File: src/hw/rtl/sha256_stream_hasher_defines.svh
// assertion macros for the sha-256 stream hasher
`ifndef SHA256_STREAM_HASHER_DEFINES_SVH
`define SHA256_STREAM_HASHER_DEFINES_SVH

`ifndef NO_ASSERTIONS
// same-cycle implication, checked on every rising edge outside reset
`define SHA_ASSERT(lbl, ante, cons) \
  lbl: assert property (@(posedge clk) disable iff (rst) (ante) |-> (cons)) \
    else $error("sha256 assertion failed");
// next-cycle implication
`define SHA_ASSERT_NEXT(lbl, ante, cons) \
  lbl: assert property (@(posedge clk) disable iff (rst) (ante) |=> (cons)) \
    else $error("sha256 assertion failed");
`else
`define SHA_ASSERT(lbl, ante, cons)
`define SHA_ASSERT_NEXT(lbl, ante, cons)
`endif

`endif

File: src/hw/rtl/sha256_pkg.sv
package sha256_pkg;

  // source of the byte shifted into the block register
  typedef enum logic [1:0] {
    SEL_MSG  = 2'd0,
    SEL_PAD  = 2'd1,
    SEL_ZERO = 2'd2,
    SEL_LEN  = 2'd3
  } byte_sel_t;

  // controller to datapath
  typedef struct packed {
    logic      push;
    byte_sel_t sel;
    logic      load;
    logic      round;
    logic [5:0] rnd;
    logic      update;
    logic      restart;
    logic [2:0] widx;
  } cmd_t;

  // datapath to controller
  typedef struct packed {
    logic [5:0] fill;
  } st_t;

  localparam logic [5:0] FILL_LAST  = 6'd63;
  localparam logic [5:0] LEN_POS    = 6'd56;
  localparam logic [5:0] ROUND_LAST = 6'd63;
  localparam logic [2:0] WORD_LAST  = 3'd7;
  localparam logic [7:0] PAD_BYTE   = 8'h80;

  localparam logic [31:0] H_INIT [8] = '{
    32'h6a09e667, 32'hbb67ae85, 32'h3c6ef372, 32'ha54ff53a,
    32'h510e527f, 32'h9b05688c, 32'h1f83d9ab, 32'h5be0cd19
  };

  localparam logic [31:0] ROUND_K [64] = '{
    32'h428a2f98, 32'h71374491, 32'hb5c0fbcf, 32'he9b5dba5,
    32'h3956c25b, 32'h59f111f1, 32'h923f82a4, 32'hab1c5ed5,
    32'hd807aa98, 32'h12835b01, 32'h243185be, 32'h550c7dc3,
    32'h72be5d74, 32'h80deb1fe, 32'h9bdc06a7, 32'hc19bf174,
    32'he49b69c1, 32'hefbe4786, 32'h0fc19dc6, 32'h240ca1cc,
    32'h2de92c6f, 32'h4a7484aa, 32'h5cb0a9dc, 32'h76f988da,
    32'h983e5152, 32'ha831c66d, 32'hb00327c8, 32'hbf597fc7,
    32'hc6e00bf3, 32'hd5a79147, 32'h06ca6351, 32'h14292967,
    32'h27b70a85, 32'h2e1b2138, 32'h4d2c6dfc, 32'h53380d13,
    32'h650a7354, 32'h766a0abb, 32'h81c2c92e, 32'h92722c85,
    32'ha2bfe8a1, 32'ha81a664b, 32'hc24b8b70, 32'hc76c51a3,
    32'hd192e819, 32'hd6990624, 32'hf40e3585, 32'h106aa070,
    32'h19a4c116, 32'h1e376c08, 32'h2748774c, 32'h34b0bcb5,
    32'h391c0cb3, 32'h4ed8aa4a, 32'h5b9cca4f, 32'h682e6ff3,
    32'h748f82ee, 32'h78a5636f, 32'h84c87814, 32'h8cc70208,
    32'h90befffa, 32'ha4506ceb, 32'hbef9a3f7, 32'hc67178f2
  };

endpackage

File: src/hw/rtl/sha256_stream_hasher.sv
// sha-256 over a byte stream: message bytes are taken while the block is idle
// a full 64-byte block then runs load, 64 rounds and hash update, no input taken
// input bytes are held off while a block is compressed, so intake and the round loop never overlap
// end of message: pad bytes, one or two compressions, then 8 digest words
// reset: hash words to the initial values, fill and bit count cleared, no clearing pass
`include "sha256_stream_hasher_defines.svh"

module sha256_stream_hasher (
  input  logic        clk,
  input  logic        rst,
  // input byte stream
  input  logic        s_axis_tvalid,
  output logic        s_axis_tready,
  input  logic [7:0]  s_axis_tdata,   // [7:0] data_byte
  input  logic        s_axis_tuser,   // [0] byte_valid
  input  logic        s_axis_tlast,   // end_of_message
  // digest word stream
  output logic        m_axis_tvalid,
  input  logic        m_axis_tready,
  output logic [31:0] m_axis_tdata,   // [31:0] digest_word
  output logic [2:0]  m_axis_tuser,   // [2:0] word_index
  output logic        m_axis_tlast    // last_word
);
  import sha256_pkg::*;

  cmd_t cmd;
  st_t  st;

  // sequencer: byte intake, padding, round count, digest readout
  sha256_ctrl u_ctrl (
    .clk           (clk),
    .rst           (rst),
    .in_valid      (s_axis_tvalid),
    .in_ready      (s_axis_tready),
    .in_byte_valid (s_axis_tuser),
    .in_eom        (s_axis_tlast),
    .out_valid     (m_axis_tvalid),
    .out_ready     (m_axis_tready),
    .out_index     (m_axis_tuser),
    .out_last      (m_axis_tlast),
    .cmd           (cmd),
    .st            (st)
  );

  // block shift register doubles as the schedule window, one round per cycle
  sha256_dp u_dp (
    .clk       (clk),
    .rst       (rst),
    .data_byte (s_axis_tdata),
    .cmd       (cmd),
    .st        (st),
    .digest    (m_axis_tdata)
  );

  // intake and readout never overlap
  `SHA_ASSERT(a_no_overlap, m_axis_tvalid, !s_axis_tready)
  // after the final digest word the block is ready for a new message
  `SHA_ASSERT_NEXT(a_back_idle, m_axis_tvalid && m_axis_tready && m_axis_tlast, s_axis_tready)
  // the block register is never loaded with a byte in the middle of a round
  `SHA_ASSERT(a_push_round, cmd.push, !cmd.round && !cmd.load && !cmd.update)

endmodule

File: src/hw/rtl/sha256_dp.sv
module sha256_dp (
  input  logic              clk,
  input  logic              rst,
  input  logic [7:0]        data_byte,
  input  sha256_pkg::cmd_t  cmd,
  output sha256_pkg::st_t   st,
  output logic [31:0]       digest
);
  import sha256_pkg::*;

  logic [31:0]  h [8];
  logic [31:0]  v [8];
  logic [511:0] blk;          // oldest schedule word in the top bits
  logic [5:0]   fill;
  logic [63:0]  bit_count;
  logic [63:0]  len_shift;
  logic [7:0]   byte_in;
  logic [31:0]  w0, w1, w9, w14, w_new;
  logic [31:0]  t1, t2;

  function automatic logic [31:0] rotr(input logic [31:0] x, input int unsigned n);
    rotr = (x >> n) | (x << (32 - n));
  endfunction

  assign w0  = blk[511:480];
  assign w1  = blk[479:448];
  assign w9  = blk[223:192];
  assign w14 = blk[63:32];

  // next schedule word from the sliding window
  assign w_new = w0 + (rotr(w1, 7) ^ rotr(w1, 18) ^ (w1 >> 3)) + w9
               + (rotr(w14, 17) ^ rotr(w14, 19) ^ (w14 >> 10));

  assign t1 = v[7] + (rotr(v[4], 6) ^ rotr(v[4], 11) ^ rotr(v[4], 25))
            + ((v[4] & v[5]) ^ (~v[4] & v[6])) + ROUND_K[cmd.rnd] + w0;
  assign t2 = (rotr(v[0], 2) ^ rotr(v[0], 13) ^ rotr(v[0], 22))
            + ((v[0] & v[1]) ^ (v[0] & v[2]) ^ (v[1] & v[2]));

  // length bytes go out big-endian at positions 56 to 63
  assign len_shift = bit_count << {fill[2:0], 3'b000};

  always_comb begin
    case (cmd.sel)
      SEL_MSG: byte_in = data_byte;
      SEL_PAD: byte_in = PAD_BYTE;
      SEL_LEN: byte_in = len_shift[63:56];
      default: byte_in = 8'h00;
    endcase
  end

  always_ff @(posedge clk) begin
    if (rst) begin
      h         <= H_INIT;
      fill      <= '0;
      bit_count <= '0;
    end else begin
      if (cmd.push) begin
        fill <= fill + 6'd1;
        if (cmd.sel == SEL_MSG) begin
          bit_count <= bit_count + 64'd8;
        end
      end
      if (cmd.update) begin
        for (int j = 0; j < 8; j++) begin
          h[j] <= h[j] + v[j];
        end
      end
      if (cmd.restart) begin
        h         <= H_INIT;
        fill      <= '0;
        bit_count <= '0;
      end
    end
  end

  always_ff @(posedge clk) begin
    if (cmd.push) begin
      blk <= {blk[503:0], byte_in};
    end else if (cmd.round) begin
      blk <= {blk[479:0], w_new};
    end
    if (cmd.load) begin
      v <= h;
    end else if (cmd.round) begin
      v[0] <= t1 + t2;
      v[1] <= v[0];
      v[2] <= v[1];
      v[3] <= v[2];
      v[4] <= v[3] + t1;
      v[5] <= v[4];
      v[6] <= v[5];
      v[7] <= v[6];
    end
  end

  assign st.fill = fill;
  assign digest  = h[cmd.widx];

endmodule

File: src/hw/rtl/sha256_ctrl.sv
module sha256_ctrl (
  input  logic              clk,
  input  logic              rst,
  input  logic              in_valid,
  output logic              in_ready,
  input  logic              in_byte_valid,
  input  logic              in_eom,
  output logic              out_valid,
  input  logic              out_ready,
  output logic [2:0]        out_index,
  output logic              out_last,
  output sha256_pkg::cmd_t  cmd,
  input  sha256_pkg::st_t   st
);
  import sha256_pkg::*;

  typedef enum logic [5:0] {
    S_IDLE  = 6'b000001,
    S_LOAD  = 6'b000010,
    S_ROUND = 6'b000100,
    S_UPD   = 6'b001000,
    S_PAD   = 6'b010000,
    S_OUT   = 6'b100000
  } state_t;

  state_t     state, state_next;
  logic [5:0] rnd, rnd_next;
  logic [2:0] widx, widx_next;
  logic       fin, fin_next;       // message is being finished
  logic       first, first_next;   // 0x80 still to go
  logic       lenph, lenph_next;   // current block carries the length

  always_comb begin
    state_next = state;
    rnd_next   = rnd;
    widx_next  = widx;
    fin_next   = fin;
    first_next = first;
    lenph_next = lenph;
    cmd        = '0;
    cmd.rnd    = rnd;
    cmd.widx   = widx;
    in_ready   = 1'b0;
    out_valid  = 1'b0;
    case (state)
      S_IDLE: begin
        // no byte is taken while reset is held
        in_ready = !rst;
        if (in_valid && !rst) begin
          if (in_byte_valid) begin
            cmd.push = 1'b1;
            cmd.sel  = SEL_MSG;
          end
          if (in_eom) begin
            fin_next   = 1'b1;
            first_next = 1'b1;
            lenph_next = 1'b0;
          end
          if (in_byte_valid && st.fill == FILL_LAST) begin
            state_next = S_LOAD;
          end else if (in_eom) begin
            state_next = S_PAD;
          end
        end
      end
      S_LOAD: begin
        cmd.load   = 1'b1;
        rnd_next   = '0;
        state_next = S_ROUND;
      end
      S_ROUND: begin
        cmd.round = 1'b1;
        rnd_next  = rnd + 6'd1;
        if (rnd == ROUND_LAST) begin
          state_next = S_UPD;
        end
      end
      S_UPD: begin
        cmd.update = 1'b1;
        if (!fin) begin
          state_next = S_IDLE;
        end else if (first) begin
          state_next = S_PAD;
        end else if (lenph) begin
          state_next = S_OUT;
        end else begin
          lenph_next = 1'b1;
          state_next = S_PAD;
        end
      end
      S_PAD: begin
        cmd.push = 1'b1;
        if (first) begin
          cmd.sel    = SEL_PAD;
          first_next = 1'b0;
          if (st.fill < LEN_POS) begin
            lenph_next = 1'b1;
          end
        end else if (lenph && st.fill >= LEN_POS) begin
          cmd.sel = SEL_LEN;
        end else begin
          cmd.sel = SEL_ZERO;
        end
        if (st.fill == FILL_LAST) begin
          state_next = S_LOAD;
        end
      end
      S_OUT: begin
        out_valid = 1'b1;
        if (out_ready) begin
          widx_next = widx + 3'd1;
          if (widx == WORD_LAST) begin
            cmd.restart = 1'b1;
            fin_next    = 1'b0;
            state_next  = S_IDLE;
          end
        end
      end
      default: begin
        state_next = S_IDLE;
      end
    endcase
  end

  always_ff @(posedge clk) begin
    if (rst) begin
      state <= S_IDLE;
      rnd   <= '0;
      widx  <= '0;
      fin   <= 1'b0;
      first <= 1'b0;
      lenph <= 1'b0;
    end else begin
      state <= state_next;
      rnd   <= rnd_next;
      widx  <= widx_next;
      fin   <= fin_next;
      first <= first_next;
      lenph <= lenph_next;
    end
  end

  assign out_index = widx;
  assign out_last  = (widx == WORD_LAST);

endmodule
File: config.mk
export PLATFORM = sky130hd
export DESIGN_NAME = sha256_stream_hasher
export DESIGN_NICKNAME = d
export VERILOG_FILES = /design/src/hw/rtl/sha256_pkg.sv /design/src/hw/rtl/sha256_stream_hasher.sv /design/src/hw/rtl/sha256_dp.sv /design/src/hw/rtl/sha256_ctrl.sv
export VERILOG_INCLUDE_DIRS = /design/src /design/src/hw/rtl
export SDC_FILE = /design/constraint.sdc
export NUM_CORES = 2
export LEC_CHECK = 0
export BUFFER_PORTS_ARGS = -buffer_cell sky130_fd_sc_hd__clkbuf_2
export CAP_MARGIN = 20
export CORE_MARGIN = 2
export CORE_UTILIZATION = 47
export CTS_CLUSTER_SIZE = 40
export DETAILED_ROUTE_END_ITERATION = 7
export GPL_TIMING_DRIVEN = 0
export SYNTH_ARGS = -nofsm -noshare
export SYNTH_HDL_FRONTEND = slang
export SYNTH_HIERARCHICAL = 1
export SYNTH_SLANG_ARGS = --single-unit
File: constraint.sdc
create_clock -name clk -period 12.9 [get_ports clk]
set_clock_uncertainty 0.1 [all_clocks]
set_input_delay 0.645 -clock clk [delete_from_list [all_inputs] [get_ports clk]]
set_output_delay 0.645 -clock clk [all_outputs]
set_load 0.005 [all_outputs]
==> out/metrics.cfg <==
[placed_design]
place_ws_ns=1.24
post_dp_cell_area_sq_um=78900
dp_hpwl_mm=221
gp_congestion=1.00
dp_cells=9278
io_buffer_count=51

[logic_synthesis]
synth_seq_cells=1109
synth_top_area_share_pct=30.7
synth.distinct_cells=98
syn_area_sq_um=75100
ys_seq_area_share_pct=39.8
syn_inst=7101
ys_async_sr_fraction_pct=0
syn_area_per_cell_sq_um=10.6
synth_warnings=6
ys.flop_type=edfxtp_1
synth_area_leaders=edfxtp_1 31%, mux2_2 11%, dfxtp_1 9.1%
synth_edf_count=768
synth_top_cell_by_area=edfxtp_1
synthesis.nets=7706

[cells_and_area]
fin_area_sq_um=83400
nNetsFinal=7956
area_growth_pct=11.1
final-instance-count-excl-fill=9536
final_common_cell=edfxtp_1
final_cell_mix=768 x edfxtp_1, 708 x mux2_2, 484 x nand2_1
nFillCells=14300
drive_gt1_share_pct=15.7

[critical_path]
start_kind=register
crit_fanout=11
cp.required_ns=13.31
critPathCaptureType=register
max_stage_delay_ns=0.88
worstPathArrival_ns=12.21
criticalPathCategory=register to register
cpMostUsedCell=inv_1
r2r_setup_slack_ns=1.10
cp_slowest_cell=a2111oi_0

[clocking]
cts_tree=done
cts_buffers=133
htree_levels=4
root_buffer=clkbuf_16
post_cts_buffers=0
post_cts_resized=0
clockBufferDepth=3
cts_hold_buf=0
clk_latency_ns=0.79
clkTransAtPathRegs_ns=0.05
cts.sinks=1109

[sta]
drv_slew=0
fin_crit_sh_pct=91.5
max_freq_mhz=84.7
hold_viol_final=0
min_period_ns=11.80
setup_ws_ns=1.10
worstMarginPinSlew_ns=1.28
slew_headroom_pct=13.5
finalSetupTns_ns=0
rsz0062_at_grt=no
setup_viol=0

[floorplan]
pin_count=52
initial_utilization_pct=47.4
die_w_um=404
die_area_sq_um=163000
core_sq_um=159000
chipHeight_um=404
std_cell_rows=146

[global_route]
use_met1_pct=49.5
antenna_found_initial=19
grt_pass1_wl_mm=402
grt_usage_pct=34.3
grt_overflow_total=0
grt_pass1_vias=55400
grt.met3_usage_pct=7.45
grt_util_met2_pct=49.0
grt_start_max_net_pins=68
grt-busiest-layer=met1

[power_and_ir_drop]
peakVddDrop_uv=152
power_frac_seq_pct=33.2
p_leak_nw=31.3
p_sw_share_pct=37.1
cell_internal_pwr_mw=8.78
pwr-share-comb_pct=39.5
clkPwrFrac_pct=27.3
switchingPower_mw=5.19
power_density_nw_per_um2=167

[detailed_routing]
antenna_left=0
post-route-drc-count=0
drt-vias-per-instance=6.25
num_vias=59600
drt_first_pass_iters=8
drtIter0Drc=7305
wirelength_mm=286
avgRoutedWirePerCell_um=30.0

[status]
status=finished clean

[flow_run]
drv_cap=0

[worst_hold_path]
hp-class=input pin to register

==> final cells by class <==
cell class	instances	area [sq um]	area share, %
tap	2072	2590	3.11
multi-input combinational	5207	42200	50.6
buffer	324	1280	1.53
sequential	1109	29900	35.8
clock buffer	185	3670	4.40
timing repair buffer	115	1330	1.59
clock inverter	60	688	0.825
inverter	461	1730	2.07
antenna	3	7.51	0.00900
==> path summary, 6_finish.rpt <==
| path | startpoint | endpoint | cells after the start |
|---|---|---|---|
| max | u_ctrl/rnd[1]$_SDFFE_PP0P_ | u_dp/v[255]$_DFFE_PP_ | 31 |
| min | s_axis_tdata[0] | u_dp/blk[0]$_DFFE_PP_ | 2 |
| max reg2reg | u_ctrl/rnd[1]$_SDFFE_PP0P_ | u_dp/v[255]$_DFFE_PP_ | 31 |
| min reg2reg | u_ctrl/out_index[2]$_SDFFE_PP0P_ | u_ctrl/out_index[2]$_SDFFE_PP0P_ | 2 |
==> Yosys cell counts (66+ instances only) <==
cell	instances
fa_1	196
xor2_1	251
edfxtp_1	768
mux4_2	84
a21oi_1	449
nand2_1	484
xnor2_1	341
nor2_1	407
o21ai_0	464
mux2i_1	91
a21o_1	207
nand3_1	109
mux2_2	708
ha_1	395
a211oi_1	66
inv_1	458
clkbuf_1	273
nor3_1	106
dfxtp_1	341
==> cell families after synthesis <==
logic type      synth area share, %
simple gates                   9.07
compound gates                 14.0
flops                          39.8
mux                            14.4
fa+ha+maj                      11.8
buf+inv                        3.96
xor+xnor                       6.97
==> state kept, by name, indices dropped and copies added (netlist names) <==
signal / flops
u_dp/st: 6
u_ctrl/lenph: 1
u_ctrl/rnd: 6
u_ctrl/fin: 1
u_dp/v: 256
u_ctrl/out_index: 3
u_ctrl/first: 1
u_dp/h: 256
u_ctrl/state: 6
u_dp/bit_count: 61
u_dp/blk: 512
==> through the flow <==
step	total power, mW	utilization, %	hold WS, ns
3_3_place_gp	10.0	49.2	0.378
6_report	14.0	52.6	0.0944
5_1_grt	14.6	52.6	0.0778
3_5_place_dp	10.0	49.8	0.397
2_1_floorplan	8.42	-	0.353
4_1_cts	13.9	52.5	0.0372
==> critical path, delay by kind of cell, from the launching register on <==
family	cells	cell delay, ns
xor gates and xnor gates	2	0.36
adders and majority gates	5	2.45
buffers and inverters	6	2.02
DFF	1	0.60
and+or+nand+nor	2	1.00
AOI/OAI and AO/OA	16	4.98
==> metal layers <==
| metal | wire (um) | up-vias | share of wire [%] |
|---|---|---|---|
| li1 | - | 26300 | - |
| met3 | 28000 | 540 | 9.8 |
| met4 | 14900 | 16 | 5.2 |
| met5 | 114 | - | 0.040 |
| met2 | 119000 | 2824 | 42 |
| met1 | 124000 | 29900 | 43 |
==> power groups by stage <==
stage          combinational (mW)  sequential (mW)  clock [mW]
3_5_place_dp                 5.32             4.71           0
4_1_cts                      5.37             4.64        3.88
6_report                     5.51             4.64        3.81
2_1_floorplan                3.77             4.64           0
5_1_grt                      5.96             4.66        4.00
3_3_place_gp                 5.24             4.80           0
Power figures use the tool's default switching activity.
